`src/rtl/anchor_box_decode_best_crop_top_defines.svh`:
```
// assertion macros shared by the rtl files abdbc_fifo and abdbc_decode
`ifndef ANCHOR_BOX_DECODE_BEST_CROP_TOP_DEFINES_SVH
`define ANCHOR_BOX_DECODE_BEST_CROP_TOP_DEFINES_SVH

`ifndef SYNTH
`define ABDBC_ASSERT(label, clk, rst_n, prop, msg) \
	label: assert property (@(posedge clk) disable iff (!rst_n) (prop)) else $error(msg);
`define ABDBC_ASSERT_NEXT(label, clk, rst_n, ante, cons, msg) \
	label: assert property (@(posedge clk) disable iff (!rst_n) (ante) |=> (cons)) \
		else $error(msg);
`else
`define ABDBC_ASSERT(label, clk, rst_n, prop, msg)
`define ABDBC_ASSERT_NEXT(label, clk, rst_n, ante, cons, msg)
`endif

`endif

```
`src/rtl/abdbc_pkg.sv`:
```
`default_nettype none

package abdbc_pkg;

	localparam int ANCHOR_COUNT  = 896;
	localparam int FIRST_LAYER   = 512;
	localparam int IDX_W         = 10;
	localparam int FRACTION_BITS = 8;
	localparam int FIFO_DEPTH    = 4;
	localparam int PTR_W         = $clog2(FIFO_DEPTH);

	typedef enum logic [2:0] {
		REG_IMAGE_WIDTH     = 3'd0,
		REG_IMAGE_HEIGHT    = 3'd1,
		REG_FRAME_WIDTH     = 3'd2,
		REG_FRAME_HEIGHT    = 3'd3,
		REG_SCORE_THRESHOLD = 3'd4
	} reg_index_t;

	typedef struct packed {
		logic [11:0]        image_width;
		logic [11:0]        image_height;
		logic [11:0]        frame_width;
		logic [11:0]        frame_height;
		logic signed [15:0] score_threshold;
	} cfg_t;

	typedef struct packed {
		logic signed [15:0] score;
		logic signed [19:0] offset_y;
		logic signed [19:0] offset_x;
		logic signed [19:0] box_height;
		logic signed [19:0] box_width;
		logic               last;
		logic               layer;
		logic [3:0]         cell_x;
		logic [3:0]         cell_y;
	} item_t;

	typedef struct packed {
		logic valid;
		logic found;
	} crop_ctrl_t;

	// floor(v / 6) for v below 384
	function automatic logic [5:0] div6(input logic [8:0] v);
		logic [17:0] p;
		p = 18'(v) * 18'd171;
		return p[15:10];
	endfunction

endpackage

`default_nettype wire

```
`src/rtl/abdbc_front.sv`:
```
`default_nettype none

module abdbc_front (
	input  wire logic                clk,
	input  wire logic                arst_n,
	input  wire logic                s_tvalid,
	output logic                     s_tready,
	input  wire logic [95:0]         s_tdata,
	input  wire logic                s_tlast,
	input  wire logic                cfg_valid,
	output logic                     cfg_ready,
	input  wire logic [2:0]          cfg_index,
	input  wire logic [15:0]         cfg_data,
	output abdbc_pkg::cfg_t          cfg,
	output logic                     push,
	output abdbc_pkg::item_t         push_item,
	input  wire logic                fifo_full
);

	logic [abdbc_pkg::IDX_W-1:0] anchor_q;
	abdbc_pkg::cfg_t             cfg_q;
	logic                        layer;
	logic [8:0]                  rel;
	logic [5:0]                  cell6;

	assign cfg_ready = 1'b1;
	assign cfg       = cfg_q;
	assign s_tready  = !fifo_full;
	assign push      = s_tvalid && s_tready;

	always_ff @(posedge clk or negedge arst_n) begin
		if (!arst_n) begin
			cfg_q.image_width     <= 12'd640;
			cfg_q.image_height    <= 12'd480;
			cfg_q.frame_width     <= 12'd640;
			cfg_q.frame_height    <= 12'd480;
			cfg_q.score_threshold <= 16'sd0;
		end else if (cfg_valid && cfg_ready) begin
			unique case (cfg_index)
				abdbc_pkg::REG_IMAGE_WIDTH:     cfg_q.image_width     <= cfg_data[11:0];
				abdbc_pkg::REG_IMAGE_HEIGHT:    cfg_q.image_height    <= cfg_data[11:0];
				abdbc_pkg::REG_FRAME_WIDTH:     cfg_q.frame_width     <= cfg_data[11:0];
				abdbc_pkg::REG_FRAME_HEIGHT:    cfg_q.frame_height    <= cfg_data[11:0];
				abdbc_pkg::REG_SCORE_THRESHOLD: cfg_q.score_threshold <= $signed(cfg_data);
				default: ;
			endcase
		end
	end

	always_ff @(posedge clk or negedge arst_n) begin
		if (!arst_n) begin
			anchor_q <= '0;
		end else if (push) begin
			if (s_tlast || anchor_q == abdbc_pkg::IDX_W'(abdbc_pkg::ANCHOR_COUNT - 1)) begin
				anchor_q <= '0;
			end else begin
				anchor_q <= anchor_q + abdbc_pkg::IDX_W'(1);
			end
		end
	end

	// anchor position: 16x16 grid with 2 per cell, then 8x8 grid with 6 per cell
	assign layer = anchor_q >= abdbc_pkg::IDX_W'(abdbc_pkg::FIRST_LAYER);
	assign rel   = 9'(anchor_q - abdbc_pkg::IDX_W'(abdbc_pkg::FIRST_LAYER));
	assign cell6 = abdbc_pkg::div6(rel);

	always_comb begin
		push_item.score      = $signed(s_tdata[15:0]);
		push_item.offset_y   = $signed(s_tdata[35:16]);
		push_item.offset_x   = $signed(s_tdata[55:36]);
		push_item.box_height = $signed(s_tdata[75:56]);
		push_item.box_width  = $signed(s_tdata[95:76]);
		push_item.last       = s_tlast;
		push_item.layer      = layer;
		if (layer) begin
			push_item.cell_x = {1'b0, cell6[2:0]};
			push_item.cell_y = {1'b0, cell6[5:3]};
		end else begin
			push_item.cell_x = anchor_q[4:1];
			push_item.cell_y = anchor_q[8:5];
		end
	end

endmodule

`default_nettype wire

```
`src/rtl/abdbc_fifo.sv`:
```
`default_nettype none

`include "anchor_box_decode_best_crop_top_defines.svh"

module abdbc_fifo (
	input  wire logic             clk,
	input  wire logic             arst_n,
	input  wire logic             push,
	input  wire abdbc_pkg::item_t push_item,
	output logic                  full,
	input  wire logic             pop,
	output abdbc_pkg::item_t      pop_item,
	output logic                  empty
);

	abdbc_pkg::item_t              mem_q [abdbc_pkg::FIFO_DEPTH];
	logic [abdbc_pkg::PTR_W-1:0]   wr_q;
	logic [abdbc_pkg::PTR_W-1:0]   rd_q;
	logic [abdbc_pkg::PTR_W:0]     cnt_q;

	assign full     = cnt_q == (abdbc_pkg::PTR_W + 1)'(abdbc_pkg::FIFO_DEPTH);
	assign empty    = cnt_q == '0;
	assign pop_item = mem_q[rd_q];

	always_ff @(posedge clk) begin
		if (push) begin
			mem_q[wr_q] <= push_item;
		end
	end

	always_ff @(posedge clk or negedge arst_n) begin
		if (!arst_n) begin
			wr_q  <= '0;
			rd_q  <= '0;
			cnt_q <= '0;
		end else begin
			if (push) begin
				wr_q <= wr_q + abdbc_pkg::PTR_W'(1);
			end
			if (pop) begin
				rd_q <= rd_q + abdbc_pkg::PTR_W'(1);
			end
			if (push && !pop) begin
				cnt_q <= cnt_q + (abdbc_pkg::PTR_W + 1)'(1);
			end else if (pop && !push) begin
				cnt_q <= cnt_q - (abdbc_pkg::PTR_W + 1)'(1);
			end
		end
	end

	`ABDBC_ASSERT(a_cnt_bound, clk, arst_n, cnt_q <= (abdbc_pkg::PTR_W + 1)'(abdbc_pkg::FIFO_DEPTH), "queue count over depth")
	`ABDBC_ASSERT(a_no_underflow, clk, arst_n, !(pop && empty), "pop from empty queue")
	`ABDBC_ASSERT_NEXT(a_cnt_up, clk, arst_n, push && !pop, cnt_q == $past(cnt_q) + 1'b1, "queue count did not grow")

endmodule

`default_nettype wire

```
`src/rtl/abdbc_decode.sv`:
```
`default_nettype none

`include "anchor_box_decode_best_crop_top_defines.svh"

module abdbc_decode #(
	parameter int FRACTION_BITS = abdbc_pkg::FRACTION_BITS,
	parameter int DW            = 26 + abdbc_pkg::FRACTION_BITS
) (
	input  wire logic                  clk,
	input  wire logic                  arst_n,
	input  wire logic                  en,
	input  wire abdbc_pkg::cfg_t       cfg,
	input  wire logic                  in_valid,
	input  wire abdbc_pkg::item_t      in_item,
	output abdbc_pkg::crop_ctrl_t      ctrl_s2,
	output logic signed [DW-1:0]       left_s2,
	output logic signed [DW-1:0]       top_s2,
	output logic signed [DW-1:0]       width_s2,
	output logic signed [DW-1:0]       height_s2
);

	localparam int SW = FRACTION_BITS + 20;
	localparam int XW = (SW > 33) ? SW : 33;
	localparam logic signed [XW-1:0] MAXV = XW'(8388607);
	localparam logic signed [XW-1:0] MINV = -MAXV - XW'(1);

	function automatic logic signed [23:0] sat24(input logic signed [XW-1:0] v);
		if (v > MAXV) begin
			return 24'sh7FFFFF;
		end else if (v < MINV) begin
			return -24'sh7FFFFF - 24'sd1;
		end
		return v[23:0];
	endfunction

	// stage 1: anchor centre and size products
	logic                 v_s1;
	logic signed [15:0]   score_s1;
	logic signed [19:0]   oy_s1, ox_s1, bh_s1, bw_s1;
	logic                 last_s1;
	logic [16:0]          ax_s1, ay_s1;
	logic signed [32:0]   wp_s1, hp_s1;

	logic [11:0]          sx, sy;
	logic [16:0]          ax_c, ay_c;
	logic signed [32:0]   wp_c, hp_c;

	assign sx   = in_item.layer ? (cfg.image_width >> 3) : (cfg.image_width >> 4);
	assign sy   = in_item.layer ? (cfg.image_height >> 3) : (cfg.image_height >> 4);
	assign ax_c = 17'(sx) * 17'({in_item.cell_x, 1'b1});
	assign ay_c = 17'(sy) * 17'({in_item.cell_y, 1'b1});
	assign wp_c = 33'(in_item.box_width) * 33'($signed({1'b0, cfg.image_width}));
	assign hp_c = 33'(in_item.box_height) * 33'($signed({1'b0, cfg.image_height}));

	always_ff @(posedge clk or negedge arst_n) begin
		if (!arst_n) begin
			v_s1 <= 1'b0;
		end else if (en) begin
			v_s1 <= in_valid;
		end
	end

	always_ff @(posedge clk) begin
		if (en) begin
			score_s1 <= in_item.score;
			oy_s1    <= in_item.offset_y;
			ox_s1    <= in_item.offset_x;
			bh_s1    <= in_item.box_height;
			bw_s1    <= in_item.box_width;
			last_s1  <= in_item.last;
			ax_s1    <= ax_c;
			ay_s1    <= ay_c;
			wp_s1    <= wp_c;
			hp_s1    <= hp_c;
		end
	end

	// stage 2: box decode and running best
	logic signed [XW-1:0] left_w, top_w, wid_w, hgt_w;
	logic signed [23:0]   left_n, top_n, wid_n, hgt_n;
	logic                 pass;
	logic                 step;
	logic                 fin_valid;

	logic                 best_valid_q;
	logic signed [15:0]   best_score_q;
	logic signed [23:0]   best_left_q, best_top_q, best_width_q, best_height_q;

	always_comb begin
		left_w = XW'(ox_s1) + $signed(XW'(ax_s1) << (FRACTION_BITS - 1)) - (XW'(bw_s1) <<< 1);
		top_w  = XW'(oy_s1) + $signed(XW'(ay_s1) << (FRACTION_BITS - 1)) - (XW'(bh_s1) <<< 1);
		wid_w  = XW'(wp_s1) >>> 7;
		hgt_w  = XW'(hp_s1) >>> 7;
		left_n = sat24(left_w);
		top_n  = sat24(top_w);
		wid_n  = sat24(wid_w);
		hgt_n  = sat24(hgt_w);
	end

	assign step      = en && v_s1;
	assign pass      = (score_s1 > cfg.score_threshold)
		&& (!best_valid_q || score_s1 > best_score_q);
	assign fin_valid = pass || best_valid_q;

	always_ff @(posedge clk or negedge arst_n) begin
		if (!arst_n) begin
			best_valid_q <= 1'b0;
			best_score_q <= '0;
		end else if (step) begin
			if (last_s1) begin
				best_valid_q <= 1'b0;
				best_score_q <= '0;
			end else if (pass) begin
				best_valid_q <= 1'b1;
				best_score_q <= score_s1;
			end
		end
	end

	always_ff @(posedge clk) begin
		if (step && pass) begin
			best_left_q   <= left_n;
			best_top_q    <= top_n;
			best_width_q  <= wid_n;
			best_height_q <= hgt_n;
		end
	end

	always_ff @(posedge clk or negedge arst_n) begin
		if (!arst_n) begin
			ctrl_s2 <= '0;
		end else if (en) begin
			ctrl_s2.valid <= v_s1 && last_s1;
			ctrl_s2.found <= fin_valid;
		end
	end

	// output box: this anchor's box if it passed, else the running best, else a default box when nothing passed
	always_ff @(posedge clk) begin
		if (en) begin
			if (pass) begin
				left_s2   <= DW'(left_n);
				top_s2    <= DW'(top_n);
				width_s2  <= DW'(wid_n);
				height_s2 <= DW'(hgt_n);
			end else if (best_valid_q) begin
				left_s2   <= DW'(best_left_q);
				top_s2    <= DW'(best_top_q);
				width_s2  <= DW'(best_width_q);
				height_s2 <= DW'(best_height_q);
			end else begin
				left_s2   <= '0;
				top_s2    <= '0;
				width_s2  <= DW'(192) <<< FRACTION_BITS;
				height_s2 <= DW'(192) <<< FRACTION_BITS;
			end
		end
	end

	`ABDBC_ASSERT_NEXT(a_clear_on_last, clk, arst_n, step && last_s1, !best_valid_q, "best box not cleared after last anchor")

endmodule

`default_nettype wire

```
`src/rtl/abdbc_crop.sv`:
```
`default_nettype none

module abdbc_crop #(
	parameter int FRACTION_BITS = abdbc_pkg::FRACTION_BITS,
	parameter int DW            = 26 + abdbc_pkg::FRACTION_BITS
) (
	input  wire logic                  clk,
	input  wire logic                  arst_n,
	output logic                       en,
	input  wire abdbc_pkg::cfg_t       cfg,
	input  wire abdbc_pkg::crop_ctrl_t ctrl_s2,
	input  wire logic signed [DW-1:0]  left_s2,
	input  wire logic signed [DW-1:0]  top_s2,
	input  wire logic signed [DW-1:0]  width_s2,
	input  wire logic signed [DW-1:0]  height_s2,
	output logic                       out_valid,
	input  wire logic                  out_ready,
	output logic [55:0]                out_data,
	output logic                       out_found
);

	localparam int TW = DW - FRACTION_BITS;

	function automatic logic signed [TW-1:0] trunc_fix(input logic signed [DW-1:0] v);
		logic [DW-1:0] mag;
		logic [DW-1:0] sh;
		mag = v[DW-1] ? DW'(-v) : DW'(v);
		sh  = mag >> FRACTION_BITS;
		return v[DW-1] ? -TW'(sh) : TW'(sh);
	endfunction

	function automatic logic [13:0] sat14(input logic signed [TW:0] v);
		if (v > (TW + 1)'(8191)) begin
			return 14'h1FFF;
		end else if (v < -(TW + 1)'(8192)) begin
			return 14'h2000;
		end
		return v[13:0];
	endfunction

	logic                 out_valid_q;
	logic [55:0]          out_data_q;
	logic                 out_found_q;

	assign en        = !out_valid_q || out_ready;
	assign out_valid = out_valid_q;
	assign out_data  = out_data_q;
	assign out_found = out_found_q;

	// margins, frame size / 10 by reciprocal
	logic [27:0] mw_p, mh_p;
	logic [8:0]  mw_q, mh_q;

	assign mw_p = 28'(cfg.frame_width) * 28'd52429;
	assign mh_p = 28'(cfg.frame_height) * 28'd52429;

	always_ff @(posedge clk) begin
		mw_q <= mw_p[27:19];
		mh_q <= mh_p[27:19];
	end

	// stage 3: widen by margin
	abdbc_pkg::crop_ctrl_t ctrl_s3;
	logic signed [DW-1:0]  dx_s3, dy_s3, dw_s3, dh_s3;

	always_ff @(posedge clk or negedge arst_n) begin
		if (!arst_n) begin
			ctrl_s3 <= '0;
		end else if (en) begin
			ctrl_s3 <= ctrl_s2;
		end
	end

	always_ff @(posedge clk) begin
		if (en) begin
			dx_s3 <= left_s2 - $signed(DW'(mw_q) << FRACTION_BITS);
			dy_s3 <= top_s2 - $signed(DW'(mh_q) << FRACTION_BITS);
			dw_s3 <= width_s2 + $signed(DW'(mw_q) << (FRACTION_BITS + 1));
			dh_s3 <= height_s2 + $signed(DW'(mh_q) << (FRACTION_BITS + 1));
		end
	end

	// stage 4: truncate to pixels, clamp origin at zero
	abdbc_pkg::crop_ctrl_t ctrl_s4;
	logic signed [TW-1:0]  x_s4, y_s4, w_s4, h_s4;
	logic signed [TW-1:0]  tx, ty;

	assign tx = trunc_fix(dx_s3);
	assign ty = trunc_fix(dy_s3);

	always_ff @(posedge clk or negedge arst_n) begin
		if (!arst_n) begin
			ctrl_s4 <= '0;
		end else if (en) begin
			ctrl_s4 <= ctrl_s3;
		end
	end

	always_ff @(posedge clk) begin
		if (en) begin
			x_s4 <= tx[TW-1] ? '0 : tx;
			y_s4 <= ty[TW-1] ? '0 : ty;
			w_s4 <= trunc_fix(dw_s3);
			h_s4 <= trunc_fix(dh_s3);
		end
	end

	// clip to frame edge and register the result
	logic signed [TW:0] fw, fh, x_e, y_e, w_e, h_e, w_c, h_c;

	always_comb begin
		fw  = (TW + 1)'($signed({1'b0, cfg.frame_width}));
		fh  = (TW + 1)'($signed({1'b0, cfg.frame_height}));
		x_e = (TW + 1)'(x_s4);
		y_e = (TW + 1)'(y_s4);
		w_e = (TW + 1)'(w_s4);
		h_e = (TW + 1)'(h_s4);
		w_c = (w_e + x_e > fw) ? fw - x_e : w_e;
		h_c = (h_e + y_e > fh) ? fh - y_e : h_e;
	end

	always_ff @(posedge clk or negedge arst_n) begin
		if (!arst_n) begin
			out_valid_q <= 1'b0;
		end else if (en) begin
			out_valid_q <= ctrl_s4.valid;
		end
	end

	always_ff @(posedge clk) begin
		if (en) begin
			out_data_q  <= {sat14(h_c), sat14(w_c), sat14(y_e), sat14(x_e)};
			out_found_q <= ctrl_s4.found;
		end
	end

endmodule

`default_nettype wire

```
`src/rtl/anchor_box_decode_best_crop_top.sv`:
```
// Anchor decoder with best-box pick and crop output. One anchor is taken per clock on the
// input stream while the queue is not full (score, offsets, size, tlast on the final anchor
// of a frame); the anchor position comes from an internal counter. A four-entry queue sits
// between the input side and the decode pipeline; while a crop result waits on the output
// the pipeline holds, the queue fills up to its four entries and then the input stalls.
// Sustained rate is one anchor per cycle while the output does not hold the pipeline; the
// crop result is offered once its last anchor has left the queue and passed the stage 1 to
// stage 4 and output registers. Configuration is written over its own channel while no
// frame is in flight; the user must keep to this, the block itself does not enforce it.
`default_nettype none

module anchor_box_decode_best_crop_top #(
	parameter int FRACTION_BITS = abdbc_pkg::FRACTION_BITS
) (
	input  wire logic        clk,
	input  wire logic        arst_n,
	input  wire logic        s_tvalid,
	output logic             s_tready,
	input  wire logic [95:0] s_tdata,   // score_logit, offset_y, offset_x, box_height, box_width
	input  wire logic        s_tlast,
	output logic             m_tvalid,
	input  wire logic        m_tready,
	output logic [55:0]      m_tdata,   // crop_x, crop_y, crop_width, crop_height
	output logic             m_tuser,   // face_found
	input  wire logic        cfg_valid,
	output logic             cfg_ready,
	input  wire logic [2:0]  cfg_index,
	input  wire logic [15:0] cfg_data
);

	localparam int DW = 26 + FRACTION_BITS;

	abdbc_pkg::cfg_t       cfg;
	abdbc_pkg::item_t      push_item;
	abdbc_pkg::item_t      pop_item;
	abdbc_pkg::crop_ctrl_t ctrl_s2;
	logic                  push, pop, full, empty, en;
	logic signed [DW-1:0]  left_s2, top_s2, width_s2, height_s2;

	assign pop = en && !empty;

	abdbc_front u_front (
		.clk       (clk),
		.arst_n    (arst_n),
		.s_tvalid  (s_tvalid),
		.s_tready  (s_tready),
		.s_tdata   (s_tdata),
		.s_tlast   (s_tlast),
		.cfg_valid (cfg_valid),
		.cfg_ready (cfg_ready),
		.cfg_index (cfg_index),
		.cfg_data  (cfg_data),
		.cfg       (cfg),
		.push      (push),
		.push_item (push_item),
		.fifo_full (full)
	);

	abdbc_fifo u_fifo (
		.clk       (clk),
		.arst_n    (arst_n),
		.push      (push),
		.push_item (push_item),
		.full      (full),
		.pop       (pop),
		.pop_item  (pop_item),
		.empty     (empty)
	);

	abdbc_decode #(
		.FRACTION_BITS (FRACTION_BITS),
		.DW            (DW)
	) u_decode (
		.clk       (clk),
		.arst_n    (arst_n),
		.en        (en),
		.cfg       (cfg),
		.in_valid  (pop),
		.in_item   (pop_item),
		.ctrl_s2   (ctrl_s2),
		.left_s2   (left_s2),
		.top_s2    (top_s2),
		.width_s2  (width_s2),
		.height_s2 (height_s2)
	);

	abdbc_crop #(
		.FRACTION_BITS (FRACTION_BITS),
		.DW            (DW)
	) u_crop (
		.clk       (clk),
		.arst_n    (arst_n),
		.en        (en),
		.cfg       (cfg),
		.ctrl_s2   (ctrl_s2),
		.left_s2   (left_s2),
		.top_s2    (top_s2),
		.width_s2  (width_s2),
		.height_s2 (height_s2),
		.out_valid (m_tvalid),
		.out_ready (m_tready),
		.out_data  (m_tdata),
		.out_found (m_tuser)
	);

endmodule

`default_nettype wire

```
`config.mk`:
```
export PLATFORM = sky130hd
export DESIGN_NAME = anchor_box_decode_best_crop_top
export DESIGN_NICKNAME = d
export VERILOG_FILES = /design/src/rtl/abdbc_pkg.sv /design/src/rtl/abdbc_front.sv /design/src/rtl/abdbc_fifo.sv /design/src/rtl/abdbc_decode.sv /design/src/rtl/abdbc_crop.sv /design/src/rtl/anchor_box_decode_best_crop_top.sv
export VERILOG_INCLUDE_DIRS = /design/src /design/src/rtl
export SDC_FILE = /design/constraint.sdc
export NUM_CORES = 2
export LEC_CHECK = 0
export BUFFER_PORTS_ARGS = -buffer_cell sky130_fd_sc_hd__buf_2
export CORE_MARGIN = 10
export CORE_UTILIZATION = 55
export DETAILED_ROUTE_END_ITERATION = 6
export PLACE_DENSITY = 0.7
export SYNTH_ARGS = -nofsm -noshare
export SYNTH_HDL_FRONTEND = slang
export SYNTH_SLANG_ARGS = --single-unit
export TNS_END_PERCENT = 1
```
`constraint.sdc`:
```
create_clock -name clk -period 26.7 [get_ports clk]
set_clock_uncertainty 0.05 [all_clocks]
set_input_delay 2.67 -clock clk [delete_from_list [all_inputs] [get_ports clk]]
set_output_delay 2.67 -clock clk [all_outputs]
set_load 0.005 [all_outputs]
```
* Word level (Yosys, flattened, before mapping)
Memory sizes are Yosys's and may differ from the RTL's.
Cells that the tools add are included.
Widths: inputs -> output; s select.
** Storage, ports and cells
- Register bits :: 848
- RAM bits :: 424
- Input bits :: 121
- Output and inout bits :: 60
- Logic and storage cells :: 212
- Memories kept :: 1
** Operators by class
- Add/sub/neg operators :: 26
- Multiply operators :: 7
- Magnitude comparators :: 21
- Equality and inequality tests :: 6
- Muxes and demuxes :: 74
- Reduce and logical (&&, ||, !) cells :: 28
** Memory list
- u_fifo.mem_q :: words 4, bits a word 106, read ports 1, clocked after Yosys merged registers in 0, write ports 1, RTL line abdbc_fifo.sv:16 : abdbc_pkg::item_t mem_q [abdbc_pkg::FIFO_DEPTH];
** Operator list (count)
- $mux 34 :: 12
- $mux 24 :: 12
- $mux 14 :: 12
- $neg 34->34 :: 4
- $mux 26 :: 4
- $neg 26->26 :: 4
- $add 34x19->34 :: 2
- $sub 34x18->34 :: 2
- $gt 33x24->1 const B :: 2
- $lt 33x24->1 const B :: 2
- $mul 20x13->33 :: 2
- $mul 12x16->28 const B :: 2
- $add 26x26->27 :: 2
- $gt 27x13->1 :: 2
- $gt 27x14->1 const B :: 2
- $lt 27x14->1 const B :: 2
- $mux 27 :: 2
- $sub 26x21->27 :: 2
- $add 20x25->26 :: 2
- $gt 26x24->1 const B :: 2
- $lt 26x14->1 const B :: 2
- $lt 26x24->1 const B :: 2
- $sub 12x25->26 :: 2
- $gt 25x13->1 const B :: 2
- other kinds (25) :: 78

* Depth between registers and ports, before layout
- Depth after elaboration :: 8
- Depth in mapped cells :: 27
- Depth with buffers taken out :: 24

* Cells and area by module
From an unflattened synthesis, not the netlist that was laid out.
** Second synthesis, totals
- Cell total of the unflattened synthesis :: 7561
- Area total of the unflattened synthesis :: 85766.0 sq um
** By module, submodules not included
- abdbc_decode :: instances 1, cells each 3867, area an instance 38868.5 sq um
- abdbc_crop :: instances 1, cells each 2647, area an instance 26100.0 sq um
- abdbc_fifo :: instances 1, cells each 588, area an instance 15653.8 sq um
- abdbc_front :: instances 1, cells each 458, area an instance 5129.9 sq um
- anchor_box_decode_best_crop_top :: instances 1, cells each 1, area an instance 13.8 sq um

* Worst setup path after synthesis
No wires, ideal clock.
- Path kind :: input to register
- Start :: input port m_tready
- End :: register u_crop.ctrl_s3[0] in the netlist's numbering
- Setup time :: 152 ps
- Data arrival time :: 20396 ps
- Data required time :: 26498 ps
- Slack :: 6102 ps
- Cell stages on the path :: 3
- Buffers on the path :: 1
- Path through :: nand2b_1 buf_1 mux2_2
** On the way
- Longest elaborated chain between the ends :: 1
** Ends and longest elaborated chain
- start, declared :: RTL line anchor_box_decode_best_crop_top.sv:22 : input wire logic m_tready,
- $logic_or 1x1->1 :: RTL line abdbc_crop.sv:45 : assign en = !out_valid_q || out_ready;
- via en :: RTL line anchor_box_decode_best_crop_top.sv:37 : logic push, pop, full, empty, en;
- end signal, assigned :: RTL line abdbc_crop.sv:70 : ctrl_s3 <= ctrl_s2;
- end, declared :: RTL line abdbc_crop.sv:63 : abdbc_pkg::crop_ctrl_t ctrl_s3;
The timed path passes the listed nets, and every way through them passes these cells.
A chain may end at the register's enable or synchronous reset.

* Final worst setup path
- Start :: register u_fifo.rd_q[1] in the netlist's numbering
- End :: register u_decode.hp_s1[28] (data pin)
** On the way
- Longest elaborated chain between the ends :: 2
** Ends and longest elaborated chain
- start, declared :: RTL line abdbc_fifo.sv:18 : logic [abdbc_pkg::PTR_W-1:0] rd_q;
- start signal, assigned :: RTL line abdbc_fifo.sv:41 : rd_q <= rd_q + abdbc_pkg::PTR_W'(1);
- $mem_v2 4x106
- $mul 20x13->33 :: RTL line abdbc_decode.sv:53 : assign hp_c = 33'(in_item.box_height) * 33'($signed({1'b0, cfg.image_height}));
- via u_decode.hp_c[28] :: RTL line abdbc_decode.sv:46 : logic signed [32:0] wp_c, hp_c;
- end signal, assigned :: RTL line abdbc_decode.sv:74 : hp_s1 <= hp_c;
- end, declared :: RTL line abdbc_decode.sv:42 : logic signed [32:0] wp_s1, hp_s1;
The timed path passes the listed nets, and every way through them passes these cells.

==> flow_metrics.py <==
metrics = {
    "worst_setup_path": {
        "cp.required_ps": 27140,
        "crit_buf_inv": 4,
        "critPathCaptureType": "register",
        "path_cells": "buf_4 > mux4_2 > nand2_1 > fa_1 > inv_1 > fa_1 > fa_1 > inv_1 > fa_1 > inv_1 > fa_1 > ha_1 > a22oi_1 > nand2_1 > or3_1 > nor3_1 > nor4_1 > a41o_1 > o21a_1 > o21a_1 > o31ai_1 > a21boi_1 > xor2_1",
        "startpoint_type": "register",
        "slowest_stage": "dfrtp_4",
        "critPathArrivalTime_ps": 8750,
        "worst-path-max-fanout": 58,
        "crit_type": "register to register",
        "path_common_cell": "fa_1",
        "cpPeakStageDelay_ps": 1000,
        "cp_top_family": "adder cells",
    },
    "cts": {
        "cts_sinks": 1214,
        "cts_max_level": 4,
        "numCtsBuffers": 132,
        "worst_skew_pair.late_latency_ps": 780,
        "root_buffer": "clkbuf_16",
        "post-cts-setup-buffers": 0,
        "ctsResizeCount": 0,
        "ctsHoldBuffers": 0,
        "cts_buffer_depth": 3,
        "clk_pin_slew_ps": 60,
        "cts_tree": "built",
    },
    "synthesis": {
        "synth-edff-count": 1090,
        "synth.area.top_cells": "edfxtp_1 (40%), fa_1 (15%), ha_1 (9.5%)",
        "synth-main-ff-cell": "edfxtp_1",
        "synth.avg_cell_area_um2": 11.6,
        "synth.distinct_cells": 96,
        "postSynth.asyncResetShare_pct": 8.73,
        "synth_top_area_cell": "edfxtp_1",
        "synthesis.area_um2": 82800,
        "synth_seq_cells": 1214,
        "synthDominantCellAreaShare_pct": 39.5,
        "ys_seq_area_share_pct": 43.2,
        "yosys_warnings": 0,
        "syn_inst": 7149,
    },
    "sta": {
        "min_period_over_period_pct": 31.1,
        "rsz0062_at_grt": "false",
        "slew_headroom_pct": 18.6,
        "final.min_clock_period_ps": 8310,
        "setup_viol_count_final": 0,
        "finalHoldViolCount": 0,
        "drv_slew": 0,
        "fmax_mhz": 120,
        "fin_tns_setup_ps": 0,
        "worstMarginPinSlew_ps": 1210,
        "timing.hold.ws_ps": 366,
    },
    "grt": {
        "antenna_found_initial": 13,
        "grt_overflow": 0,
        "grt_max_degree": 161,
        "grt_pass1_wl_mm": 303,
        "grt_pass1_vias": 53900,
        "grt_usage_pct": 22.8,
    },
    "detailed_routing": {
        "ant_nets": 0,
        "totalWireLength_mm": 189,
        "drtIter0Drc": 4169,
        "drt_first_pass_iters": 6,
        "route.detailed.drc": 0,
        "vias": 52800,
        "vias_per_cell": 5.61,
        "drt-wirelength-per-cell_um": 20.1,
    },
    "final_layout": {
        "finish.utilization_pct": 60.1,
        "layoutNonFillerInstCount": 9398,
        "fin_nets": 8633,
        "area_growth_pct": 8.82,
        "drive_gt1_share_pct": 9.37,
    },
    "placement": {
        "place.gp.congestion": 0.893,
        "placedCellCount": 9148,
        "dpl.hpwl_mm": 143,
        "port_buffers": 179,
    },
    "die": {
        "die_x_um": 408,
        "start_util_pct": 55.3,
        "die_area_um2": 166000,
        "core_um2": 150000,
        "io-pin-count": 181,
        "fp.dieH_um": 408,
        "rows": 142,
    },
    "outcome": {
        "status": "finished clean",
    },
    "run": {
        "cap_violations": 0,
    },
    "hold_path": {
        "hold_path_class": "register to register",
    },
}
## layer usage
layer | up-vias | share of wire [%] | GRT usage [%]
met2 | 1433 | 46 | 36.7
met4 | 4 | 3.1 | 7.17
met5 | - | 0.011 | 0
met1 | 26300 | 45 | 31.8
met3 | 269 | 5.9 | 3.78
li1 | 24800 | - | -
## metrics by stage
| step | cell area [µm²] | worst slack, ps |
|---|---|---|
| 2_1_floorplan | 82800 | 6100 |
| 6_report | 90100 | 18390 |
| 4_1_cts | 90100 | 18410 |
| 5_1_grt | 90100 | 17900 |
| 3_3_place_gp | 85700 | 18450 |
| 3_5_place_dp | 85700 | 18410 |
## sequential cells by signal, indices dropped and copies added, names as in the netlist, 25 cells and up
signal           count
u_crop.w_s4         26
u_crop.dh_s3        34
u_fifo.mem_q       424
u_crop.h_s4         26
u_crop.out_data     56
u_decode.hp_s1      26
u_front.cfg         64
u_crop.dx_s3        34
u_decode.wp_s1      26
u_crop.dy_s3        34
u_crop.x_s4         25
u_crop.y_s4         25
u_crop.dw_s3        34
## worst paths after layout
| check | slack [ps] | cells after the start | end | startpoint |
|---|---|---|---|---|
| hold reg to reg | 370 | 0 | u_crop.dx_s3[3] | u_decode.left_s2[3] |
| hold / removal | 370 | 0 | u_crop.dx_s3[3] | u_decode.left_s2[3] |
| min in group asynchronous | 1940 | 1 | u_front.anchor_q[9] | arst_n |
| setup reg to reg | 18390 | 23 | u_decode.hp_s1[28] | u_fifo.rd_q[1] |
| max in group asynchronous | 23230 | 2 | u_front.cfg[25] | arst_n |
| setup / recovery | 18390 | 23 | u_decode.hp_s1[28] | u_fifo.rd_q[1] |
## cells by family (layout without fill, tap and decap cells)
| group | Yosys count | after routing | synth area share [%] |
|---|---|---|---|
| DFF | 1214 | 1214 | 43.2 |
| and+or+nand+nor | 1777 | 1777 | 10.8 |
| muxes | 211 | 211 | 4.23 |
| adders and majority gates | 1246 | 1246 | 24.4 |
| other | 2 | 14 | 0.00907 |
| xor gates and xnor gates | 298 | 298 | 3.15 |
| buffers and inverters | 1353 | 1574 | 6.16 |
| AOI/OAI and AO/OA | 1048 | 1048 | 7.98 |
## cells in the final DEF, fill, tap and decap left out, types with 144 or more instances in the layout
cell type | Yosys | routed
edfxtp_1 | 1090 | 1090
fa_1 | 617 | 617
nor2_1 | 255 | 253
buf_2 | 7 | 178
o21ai_0 | 269 | 269
inv_1 | 1119 | 1119
ha_1 | 629 | 629
and2_1 | 308 | 308
nand2_1 | 573 | 573
nand3_1 | 144 | 144
a21oi_1 | 281 | 281
xnor2_1 | 196 | 196
## cells in the mapped netlist, drive strengths merged (42+ instances only)
cell	n
nor3	90
nand4	51
a211oi	43
nand2	574
xor2	102
dfrtp	94
nor2	255
nor2b	82
nor4	42
edfxtp	1090
a21o	80
xnor2	196
ha	629
nand2b	42
o21ai	294
and3	43
and2	310
mux4	104
inv	1119
a21oi	281
nand3	144
clkbuf	198
o21a	69
fa	617
mux2	72
## area by class of cell
cell class | count | area, µm²
sequential | 1214 | 35800
timing repair buffer | 215 | 1180
inverter | 1120 | 4200
tap | 2016 | 2520
antenna | 11 | 27.5
multi-input combinational | 4583 | 42000
clock inverter | 74 | 825
clock buffer | 165 | 3560
fill | 11800 | 59700
## worst reg2reg max path: stages (launching register included)
cell,delay [ps]
dfrtp_4,1000
buf_4,750
mux4_2,560
nand2_1,130
fa_1,570
inv_1,50
fa_1,510
fa_1,540
inv_1,50
fa_1,480
inv_1,60
fa_1,470
ha_1,360
a22oi_1,160
nand2_1,100
or3_1,340
nor3_1,240
nor4_1,170
a41o_1,320
o21a_1,220
o21a_1,210
o31ai_1,400
a21boi_1,140
xor2_1,170
Power is not shown: default switching activity piles up to over one toggle a cycle in this logic, so the estimate is an artifact.
